[config.mk]
export PLATFORM = sky130hd
export DESIGN_NAME = weighted_round_robin_multiqueue
export DESIGN_NICKNAME = d
export VERILOG_FILES = /design/src/rtl/wrrmq_pkg.sv /design/src/rtl/wrrmq_front.sv /design/src/rtl/wrrmq_sched.sv /design/src/rtl/wrrmq_back.sv /design/src/rtl/weighted_round_robin_multiqueue.sv
export SDC_FILE = /design/constraint.sdc
export NUM_CORES = 2
export LEC_CHECK = 0
export BUFFER_PORTS_ARGS = -buffer_cell sky130_fd_sc_hd__buf_2
export CAP_MARGIN = 15
export CORE_UTILIZATION = 47
export DETAILED_ROUTE_END_ITERATION = 7
export PLACE_DENSITY = 0.59
export SYNTH_ARGS = -nofsm -noshare
export SYNTH_HDL_FRONTEND = slang
export SYNTH_SLANG_ARGS = --single-unit
export TNS_END_PERCENT = 30
[constraint.sdc]
create_clock -name clk_i -period 19.2 [get_ports clk_i]
set_input_delay 0.96 -clock clk_i [delete_from_list [all_inputs] [get_ports clk_i]]
set_output_delay 0.96 -clock clk_i [all_outputs]
set_load 0.005 [all_outputs]
[src/rtl/wrrmq_pkg.sv]
package wrrmq_pkg;

  // Fixed field widths of the item ports
  localparam int unsigned DataWidth     = 32;
  localparam int unsigned LevelW        = 2;
  localparam int unsigned StatusW       = 2;
  localparam int unsigned WeightW       = 8;
  localparam int unsigned NumWeightRegs = 4;
  localparam int unsigned WregIdxW      = 2;
  localparam int unsigned CfgIdxW       = 3;

  // Weight after reset, and for levels that have no register
  localparam logic [WeightW-1:0] WeightDefault = 8'd1;

  // Action codes of an input item
  localparam logic ActEnqueue = 1'b0;
  localparam logic ActDequeue = 1'b1;

  // Status codes of a result item
  localparam logic [StatusW-1:0] StatusDone    = 2'd0;
  localparam logic [StatusW-1:0] StatusDropped = 2'd1;
  localparam logic [StatusW-1:0] StatusNothing = 2'd2;

  // Command kinds after classification in the front end
  typedef enum logic [1:0] {
    CmdEnqueue,
    CmdDequeue,
    CmdReject
  } cmd_op_e;

  typedef struct packed {
    logic                        action;
    logic signed [DataWidth-1:0] value;
    logic [LevelW-1:0]           level;
  } in_item_t;

  typedef struct packed {
    logic [StatusW-1:0]          status;
    logic signed [DataWidth-1:0] data_out;
    logic                        all_empty;
  } out_item_t;

  typedef struct packed {
    cmd_op_e                     op;
    logic signed [DataWidth-1:0] value;
    logic [LevelW-1:0]           level;
  } cmd_t;

endpackage

[src/rtl/wrrmq_front.sv]
module wrrmq_front #(
  parameter int unsigned NUM_LEVELS = 4
) (
  input  logic                clk_i,
  input  logic                rst_ni,
  input  logic                start,
  output logic                busy,
  input  wrrmq_pkg::in_item_t item_i,
  output logic                cmd_valid_o,
  output wrrmq_pkg::cmd_t     cmd_o
);

  wrrmq_pkg::cmd_t cmd_class;
  wrrmq_pkg::cmd_t slot_q [2];
  logic            wr_ptr_q, wr_ptr_d;
  logic            rd_ptr_q, rd_ptr_d;
  logic [1:0]      count_q, count_d;
  logic            push;
  logic            pop;

  // Classify the incoming item: dequeue, enqueue, or enqueue to a missing level
  always_comb begin
    cmd_class.value = item_i.value;
    cmd_class.level = item_i.level;
    if (item_i.action == wrrmq_pkg::ActDequeue) begin
      cmd_class.op = wrrmq_pkg::CmdDequeue;
    end else if (32'(item_i.level) >= NUM_LEVELS) begin
      cmd_class.op = wrrmq_pkg::CmdReject;
    end else begin
      cmd_class.op = wrrmq_pkg::CmdEnqueue;
    end
  end

  // Two-entry command queue; the back end drains one entry a cycle
  assign busy        = (count_q == 2'd2);
  assign push        = start & ~busy;
  assign pop         = (count_q != 2'd0);
  assign cmd_valid_o = pop;
  assign cmd_o       = slot_q[rd_ptr_q];

  always_comb begin
    wr_ptr_d = push ? ~wr_ptr_q : wr_ptr_q;
    rd_ptr_d = pop ? ~rd_ptr_q : rd_ptr_q;
    count_d  = count_q + 2'(push) - 2'(pop);
  end

  // Hold queue pointers and occupancy
  always_ff @(posedge clk_i or negedge rst_ni) begin
    if (!rst_ni) begin
      wr_ptr_q <= 1'b0;
      rd_ptr_q <= 1'b0;
      count_q  <= 2'd0;
    end else begin
      wr_ptr_q <= wr_ptr_d;
      rd_ptr_q <= rd_ptr_d;
      count_q  <= count_d;
    end
  end

  // Store the classified item
  always_ff @(posedge clk_i) begin
    if (push) begin
      slot_q[wr_ptr_q] <= cmd_class;
    end
  end

endmodule

[src/rtl/wrrmq_sched.sv]
module wrrmq_sched #(
  parameter int unsigned NUM_LEVELS = 4,
  localparam int unsigned LvlW      = $clog2(NUM_LEVELS)
) (
  input  logic [LvlW-1:0]               cur_i,
  input  logic [wrrmq_pkg::WeightW-1:0] served_i,
  input  logic [NUM_LEVELS-1:0]         fill_nz_i,
  input  logic [wrrmq_pkg::WeightW-1:0] weight_i [NUM_LEVELS],
  output logic                          found_o,
  output logic [LvlW-1:0]               grant_o,
  output logic [LvlW-1:0]               cur_o,
  output logic [wrrmq_pkg::WeightW-1:0] served_o
);

  logic                          first_hit;
  logic [wrrmq_pkg::WeightW-1:0] served_inc;

  // Search the levels from the current one onwards; only the current level
  // carries its running burst count, every later one starts afresh
  always_comb begin
    logic [LvlW:0]   sum;
    logic [LvlW-1:0] idx;
    logic            elig;
    found_o   = 1'b0;
    grant_o   = cur_i;
    first_hit = 1'b0;
    for (int k = 0; k < NUM_LEVELS; k++) begin
      sum = {1'b0, cur_i} + (LvlW + 1)'(k);
      if (sum >= (LvlW + 1)'(NUM_LEVELS)) begin
        sum = sum - (LvlW + 1)'(NUM_LEVELS);
      end
      idx  = sum[LvlW-1:0];
      elig = fill_nz_i[idx] &&
             ((k == 0) ? (served_i < weight_i[idx]) : (weight_i[idx] != '0));
      if (!found_o && elig) begin
        found_o   = 1'b1;
        grant_o   = idx;
        first_hit = (k == 0);
      end
    end
  end

  // Advance the burst; move on once the granted level has had its weight
  always_comb begin
    served_inc = (first_hit ? served_i : '0) + 1'b1;
    if (!found_o) begin
      cur_o    = cur_i;
      served_o = '0;
    end else if (served_inc >= weight_i[grant_o]) begin
      cur_o    = (grant_o == LvlW'(NUM_LEVELS - 1)) ? '0 : grant_o + 1'b1;
      served_o = '0;
    end else begin
      cur_o    = grant_o;
      served_o = served_inc;
    end
  end

endmodule

[src/rtl/wrrmq_back.sv]
module wrrmq_back #(
  parameter int unsigned NUM_LEVELS  = 4,
  parameter int unsigned QUEUE_DEPTH = 16
) (
  input  logic                                clk_i,
  input  logic                                rst_ni,
  input  logic                                cmd_valid_i,
  input  wrrmq_pkg::cmd_t                     cmd_i,
  input  logic                                cfg_valid_i,
  input  logic [wrrmq_pkg::CfgIdxW-1:0]       cfg_index_i,
  input  logic [wrrmq_pkg::WeightW-1:0]       cfg_data_i,
  output logic                                done_o,
  output wrrmq_pkg::out_item_t                result_o
);

  localparam int unsigned LvlW     = $clog2(NUM_LEVELS);
  localparam int unsigned PtrW     = $clog2(QUEUE_DEPTH);
  localparam int unsigned FillW    = $clog2(QUEUE_DEPTH + 1);
  localparam int unsigned AddrW    = LvlW + PtrW;
  localparam int unsigned MemDepth = 1 << AddrW;
  localparam int unsigned WeightW  = wrrmq_pkg::WeightW;
  localparam int unsigned DataW    = wrrmq_pkg::DataWidth;

  logic [PtrW-1:0]    head_q [NUM_LEVELS];
  logic [PtrW-1:0]    tail_q [NUM_LEVELS];
  logic [FillW-1:0]   fill_q [NUM_LEVELS];
  logic [FillW-1:0]   fill_d [NUM_LEVELS];
  logic [LvlW-1:0]    cur_q, cur_d;
  logic [WeightW-1:0] served_q, served_d;
  logic [WeightW-1:0] weight_q [wrrmq_pkg::NumWeightRegs];
  logic [WeightW-1:0] weight [NUM_LEVELS];
  logic [NUM_LEVELS-1:0] fill_nz;
  logic [NUM_LEVELS-1:0] fill_nz_d;

  logic signed [DataW-1:0] mem [MemDepth];
  logic signed [DataW-1:0] rd_data_q;

  logic                             done_q;
  logic [wrrmq_pkg::StatusW-1:0]    status_q, status_d;
  logic                             all_empty_q;
  logic                             read_q;

  logic            is_enq;
  logic            is_deq;
  logic [LvlW-1:0] enq_lvl;
  logic            full;
  logic            enq_ok;
  logic            deq_ok;
  logic            found;
  logic [LvlW-1:0] grant;

  function automatic logic [PtrW-1:0] ptr_inc(input logic [PtrW-1:0] ptr);
    ptr_inc = (ptr == PtrW'(QUEUE_DEPTH - 1)) ? '0 : ptr + 1'b1;
  endfunction

  // Map weight registers onto levels; extra levels keep the default weight
  for (genvar g = 0; g < NUM_LEVELS; g++) begin : g_weight
    if (g < wrrmq_pkg::NumWeightRegs) begin : g_reg
      assign weight[g] = weight_q[g];
    end else begin : g_fixed
      assign weight[g] = wrrmq_pkg::WeightDefault;
    end
    assign fill_nz[g]   = (fill_q[g] != '0);
    assign fill_nz_d[g] = (fill_d[g] != '0);
  end

  // Decode the command at the head of the queue
  assign is_enq  = cmd_valid_i && (cmd_i.op == wrrmq_pkg::CmdEnqueue);
  assign is_deq  = cmd_valid_i && (cmd_i.op == wrrmq_pkg::CmdDequeue);
  assign enq_lvl = LvlW'(cmd_i.level);
  assign full    = (fill_q[enq_lvl] == FillW'(QUEUE_DEPTH));
  assign enq_ok  = is_enq && !full;
  assign deq_ok  = is_deq && found;

  wrrmq_sched #(
    .NUM_LEVELS (NUM_LEVELS)
  ) u_sched (
    .cur_i     (cur_q),
    .served_i  (served_q),
    .fill_nz_i (fill_nz),
    .weight_i  (weight),
    .found_o   (found),
    .grant_o   (grant),
    .cur_o     (cur_d),
    .served_o  (served_d)
  );

  // Update fill counts for this command
  always_comb begin
    for (int i = 0; i < NUM_LEVELS; i++) begin
      fill_d[i] = fill_q[i]
                + FillW'(enq_ok && (enq_lvl == LvlW'(i)))
                - FillW'(deq_ok && (grant == LvlW'(i)));
    end
  end

  // Pick the result status
  always_comb begin
    case (cmd_i.op)
      wrrmq_pkg::CmdEnqueue: status_d = full ? wrrmq_pkg::StatusDropped
                                             : wrrmq_pkg::StatusDone;
      wrrmq_pkg::CmdDequeue: status_d = found ? wrrmq_pkg::StatusDone
                                              : wrrmq_pkg::StatusNothing;
      wrrmq_pkg::CmdReject:  status_d = wrrmq_pkg::StatusDropped;
      default:               status_d = wrrmq_pkg::StatusDropped;
    endcase
  end

  // Hold queue pointers, scheduler state and weights
  always_ff @(posedge clk_i or negedge rst_ni) begin
    if (!rst_ni) begin
      for (int i = 0; i < NUM_LEVELS; i++) begin
        head_q[i] <= '0;
        tail_q[i] <= '0;
        fill_q[i] <= '0;
      end
      for (int i = 0; i < wrrmq_pkg::NumWeightRegs; i++) begin
        weight_q[i] <= wrrmq_pkg::WeightDefault;
      end
      cur_q    <= '0;
      served_q <= '0;
      done_q   <= 1'b0;
    end else begin
      fill_q <= fill_d;
      if (enq_ok) begin
        tail_q[enq_lvl] <= ptr_inc(tail_q[enq_lvl]);
      end
      if (deq_ok) begin
        head_q[grant] <= ptr_inc(head_q[grant]);
      end
      if (is_deq) begin
        cur_q    <= cur_d;
        served_q <= served_d;
      end
      if (cfg_valid_i && (32'(cfg_index_i) < wrrmq_pkg::NumWeightRegs) &&
          (32'(cfg_index_i) < NUM_LEVELS)) begin
        weight_q[cfg_index_i[wrrmq_pkg::WregIdxW-1:0]] <= cfg_data_i;
      end
      done_q <= cmd_valid_i;
    end
  end

  // Write the store on enqueue, read the granted head on dequeue
  always_ff @(posedge clk_i) begin
    if (enq_ok) begin
      mem[{enq_lvl, tail_q[enq_lvl]}] <= cmd_i.value;
    end
    if (deq_ok) begin
      rd_data_q <= mem[{grant, head_q[grant]}];
    end
  end

  // Register the result fields
  always_ff @(posedge clk_i) begin
    if (cmd_valid_i) begin
      status_q    <= status_d;
      all_empty_q <= ~|fill_nz_d;
      read_q      <= deq_ok;
    end
  end

  assign done_o             = done_q;
  assign result_o.status    = status_q;
  assign result_o.data_out  = read_q ? rd_data_q : '0;
  assign result_o.all_empty = all_empty_q;

  // A reported all-empty matches the live fill counts
  a_all_empty: assert property (@(posedge clk_i) disable iff (!rst_ni)
    (done_q && all_empty_q) |-> (fill_nz == '0))
    else $error("all_empty reported while a level holds data");

  // A grant only ever goes to a level that holds data and has weight
  a_grant_ok: assert property (@(posedge clk_i) disable iff (!rst_ni)
    deq_ok |-> (fill_nz[grant] && (weight[grant] != '0)))
    else $error("grant to an empty or zero-weight level");

  // A fruitless search leaves the pointer where it was and restarts the burst
  a_miss_state: assert property (@(posedge clk_i) disable iff (!rst_ni)
    (is_deq && !found) |=> ((served_q == '0) && (cur_q == $past(cur_q))))
    else $error("scheduler state moved on a dequeue that found nothing");

  // A served dequeue is reported as done
  a_served_done: assert property (@(posedge clk_i) disable iff (!rst_ni)
    deq_ok |=> (done_q && (status_q == wrrmq_pkg::StatusDone) && read_q))
    else $error("served dequeue not reported as done");

endmodule

[src/rtl/weighted_round_robin_multiqueue.sv]
// Each result passes the command queue, is registered and strobes on done_o.
// Throughput: one item per cycle; the back end drains the two-entry command
// queue every cycle, so busy rises only if that queue fills. Results cannot be
// stalled by the receiver. Reset clears queue pointers, fill counts, the level
// pointer and burst count, and sets every weight to 1; the value store is not
// cleared and needs no clearing pass.
module weighted_round_robin_multiqueue #(
  parameter int unsigned NUM_LEVELS  = 4,
  parameter int unsigned QUEUE_DEPTH = 16
) (
  input  logic                                clk_i,
  input  logic                                rst_ni,
  input  logic                                start,
  output logic                                busy,
  input  wrrmq_pkg::in_item_t                 item_i,
  output logic                                done_o,
  output wrrmq_pkg::out_item_t                result_o,
  input  logic                                cfg_valid_i,
  output logic                                cfg_ready_o,
  input  logic [wrrmq_pkg::CfgIdxW-1:0]       cfg_index_i,
  input  logic [wrrmq_pkg::WeightW-1:0]       cfg_data_i
);

  logic            cmd_valid;
  wrrmq_pkg::cmd_t cmd;

  // Weights are plain registers and take a write in any cycle
  assign cfg_ready_o = 1'b1;

  wrrmq_front #(
    .NUM_LEVELS (NUM_LEVELS)
  ) u_front (
    .clk_i       (clk_i),
    .rst_ni      (rst_ni),
    .start       (start),
    .busy        (busy),
    .item_i      (item_i),
    .cmd_valid_o (cmd_valid),
    .cmd_o       (cmd)
  );

  wrrmq_back #(
    .NUM_LEVELS  (NUM_LEVELS),
    .QUEUE_DEPTH (QUEUE_DEPTH)
  ) u_back (
    .clk_i       (clk_i),
    .rst_ni      (rst_ni),
    .cmd_valid_i (cmd_valid),
    .cmd_i       (cmd),
    .cfg_valid_i (cfg_valid_i & cfg_ready_o),
    .cfg_index_i (cfg_index_i),
    .cfg_data_i  (cfg_data_i),
    .done_o      (done_o),
    .result_o    (result_o)
  );

endmodule
==> out/results.tsv <==
stage	metric	value	unit
global_route	vias in the first global route	51300	
finish	area grow syn2layout	11.7	%
die	Die Y	440	um
finish	share of post-route cells with drive strength above 1	0.122	
finish	Register Area	67200	um^2
die	Rows	160	
timing	TNS Setup	0	ns
global_route	M1 GR Usage	0.401	
synthesis	synthesized net count	6132	
timing	fmax	122	MHz
synthesis	area leader, netlist	edfxtp_1	
finish	fin area	101000	um^2
route	post-route ant nets	0	
global_route	grt ovf	0	
global_route	GRT Max-Usage Layer	met2	
route	Initial DRC Count	7131	
global_route	total track usage	0.276	
clock_tree	hold buffers post-CTS	0	
route	vias	54300	
route	DR DRC count	0	
global_route	met2 Use GR	0.429	
critical_path	Setup crit end kind	flop	
synthesis	Post-synth EDFFs	2154	
global_route	largest net degree at the start of global routing	233	
critical_path	Critical Path Fanout Max	232	
timing	Tcrit/Tclk final	0.426	
finish	area of the multi-input gates	21700	um^2
synthesis	Area contributors post-synth	edfxtp_1 72%, mux2i_1 6.3%, nand2_1 4.7%, dfrtp_1 2.6%, nand3_1 2.3%	
min_path	hold crit path type	in -> async	
placed_design	post-DP HPWL	143000	um
clock_tree	root buffer cell	clkbuf_16	
die	CORE AREA	191000	um^2
clock_tree	Longest Clk Path Bufs	3	
clock_tree	Worst-path clk slew	0.06	ns
critical_path	kind of critical path	reg -> reg	
timing	headroom to the max-slew limit	0.161	
route	Routed WL per cell	30.4	um
critical_path	CP Data Arrival Time	8.79	ns
synthesis	post-synth cell types	85	
synthesis	Post-synth top cells	2,154 x edfxtp_1, 1,128 x nand2_1, 571 x mux2i_1	
synthesis	Gate Count Post-Synth	6032	
clock_tree	Post-CTS Setup Bufs	0	
route	vias per cell	6.13	
synthesis	Seq cells post-synth	2253	
global_route	global-route wire length before repair	381000	um
critical_path	R2R Setup Slk	11.02	ns
finish	Fillers	15500	
synthesis	warnings from Yosys	0	
timing	Worst-Margin Slew	1.26	ns
timing	RSZ-0062 raised after global routing	no	
synthesis	commonest register cell after synthesis	edfxtp_1	
timing	Finish-stage setup viols	0	
die	Die ar.	194000	um^2
outcome	status	complete, no violations	
clock_tree	post_cts resized	0	
route	drt total wl	269000	um
route	TritonRoute pass-1 iters	6	
clock_tree	H-Tree Depth	4	
finish	final net count	6253	
timing	clk_skew	0.0470	ns
timing	Final Hold Viols	0	
global_route	initial antenna violation count	11	
clock_tree	CTS Buf Count	222	
die	Boundary Pins	88	
critical_path	Startpoint Class	flop	
clock_tree	clk_lat worst skew	0.89	ns
placed_design	I/O Buffers	86	
synthesis	cell with the most instances after synthesis	edfxtp_1	
timing	final worst path period need	8.18	ns
global_route	met3 Use GR	0.0486	
die	Die W	440	um
synthesis	ys async rst share	0.0439	
placed_design	Area after DPL	94000	um^2
synthesis	Synth Cell Area	90300	um^2
timing	Final Max Slew Viols	0	
clock_tree	CTS Sinks	2253	
synthesis	post-synth top area share	0.716	
synthesis	register area share after synthesis	0.744	
clock_tree	CTS tree	done	
synthesis	Avg Cell Area, Syn	15.0	um^2
critical_path	required time of the critical path	19.81	ns
die	initial core utilization	0.474	
placed_design	Placer Congestion	0.867	
flow_run	Max-Cap Viols	0	
[flip-flops by register name, indices dropped and copies added, names as in the netlist]
signal / cells
u_back.done_o: 1
u_back.rd_data_q: 32
u_back.tail_q: 16
u_back.weight: 32
u_back.mem: 2048
u_back.cur_q: 2
u_front.count_q: 2
u_back.status_q: 2
u_front.slot_q: 70
u_back.fill_q: 20
u_front.rd_ptr_q: 1
u_back.head_q: 16
u_front.wr_ptr_q: 1
u_back.read_q: 1
u_back.all_empty_q: 1
u_back.served_q: 8
[stage by stage]
stage / setup slack [ns] / hold slack (ns) / std cells / util
global placement: 11.25 / 0.452 / 8440 / 0.493
global route: 10.66 / 0.0974 / 8852 / 0.529
finish: 11.02 / 0.0939 / 8854 / 0.529
CTS: 11.18 / 0.0593 / 8852 / 0.529
floorplan: 11.93 / 0.440 / 6032 / -
detailed placement: 11.16 / 0.465 / 8440 / 0.493
[placed cells by master (no fill, tap or decap), drive strengths merged, types with 92 or more instances in the layout]
cell    Yosys  routed
edfxtp   2154    2154
clkbuf    138     290
nor2      146     146
o22ai     142     142
dfrtp      95      95
mux2i     571     571
nor4      115     115
a21oi     224     224
nand2    1129    1129
clkinv      0     108
mux2       92      92
nand3     412     412
buf       216     251
[cell families after synthesis]
logic type      after synthesis  share of synthesized area
other cells                   1                  0.0000415
mux                         692                     0.0820
xor+xnor                     28                    0.00272
fa+ha+maj                    50                    0.00726
buf+inv                     416                     0.0228
compound gates              664                     0.0481
flops                      2253                      0.744
simple gates               1928                     0.0933
[path summary, 6_finish.rpt]
kind | startpoint | to | depth (start not counted)
setup / recovery | u_back.cur_q[0] | u_back.rd_data_q[25] | 19
hold / removal | rst_ni | u_front.count_q[1] | 1
setup reg to reg | u_back.cur_q[0] | u_back.rd_data_q[25] | 19
hold reg to reg | u_back.tail_q[5] | u_back.tail_q[5] | 2
max in group asynchronous | rst_ni | u_back.head_q[2] | 2
min in group clk_i | item_i[6] | u_front.slot_q[1][6] | 1
[cell type report]
class                      count  area share
tap                         2511      0.0312
clock inverter               122     0.00950
sequential                  2253       0.666
inverter                      62     0.00264
antenna                        2   0.0000496
timing repair buffer         251      0.0173
clock buffer                 290      0.0582
multi-input combinational   3363       0.215
[worst max-delay path: stages, from the launching register on]
cell and delay [ns]:
dfrtp_1 0.32, buf_4 0.42, mux4_2 0.58, inv_1 0.08, ha_1 0.25, and4_1 0.25
o31a_1 0.13, a22o_1 0.24, o211ai_1 0.83, a211oi_1 0.13, or3_1 0.47, nand2_8 0.42
clkinv_16 0.49, buf_12 0.60, buf_12 0.39, mux2i_1 0.26, o22ai_1 0.11, nor4_1 0.83
a221oi_1 0.30, a31o_1 0.26
[per-layer routing]
layer	vias to the layer above	wire length, um	share of wire
met2	2699	124000	0.46
met4	8	7160	0.027
met1	28100	112000	0.42
met5	-	52	0.00019
li1	23100	-	-
met3	397	25800	0.096
Power is left out: the tool's default activity adds up to more than one toggle a clock period on the data nets, which glitch-free logic cannot reach.
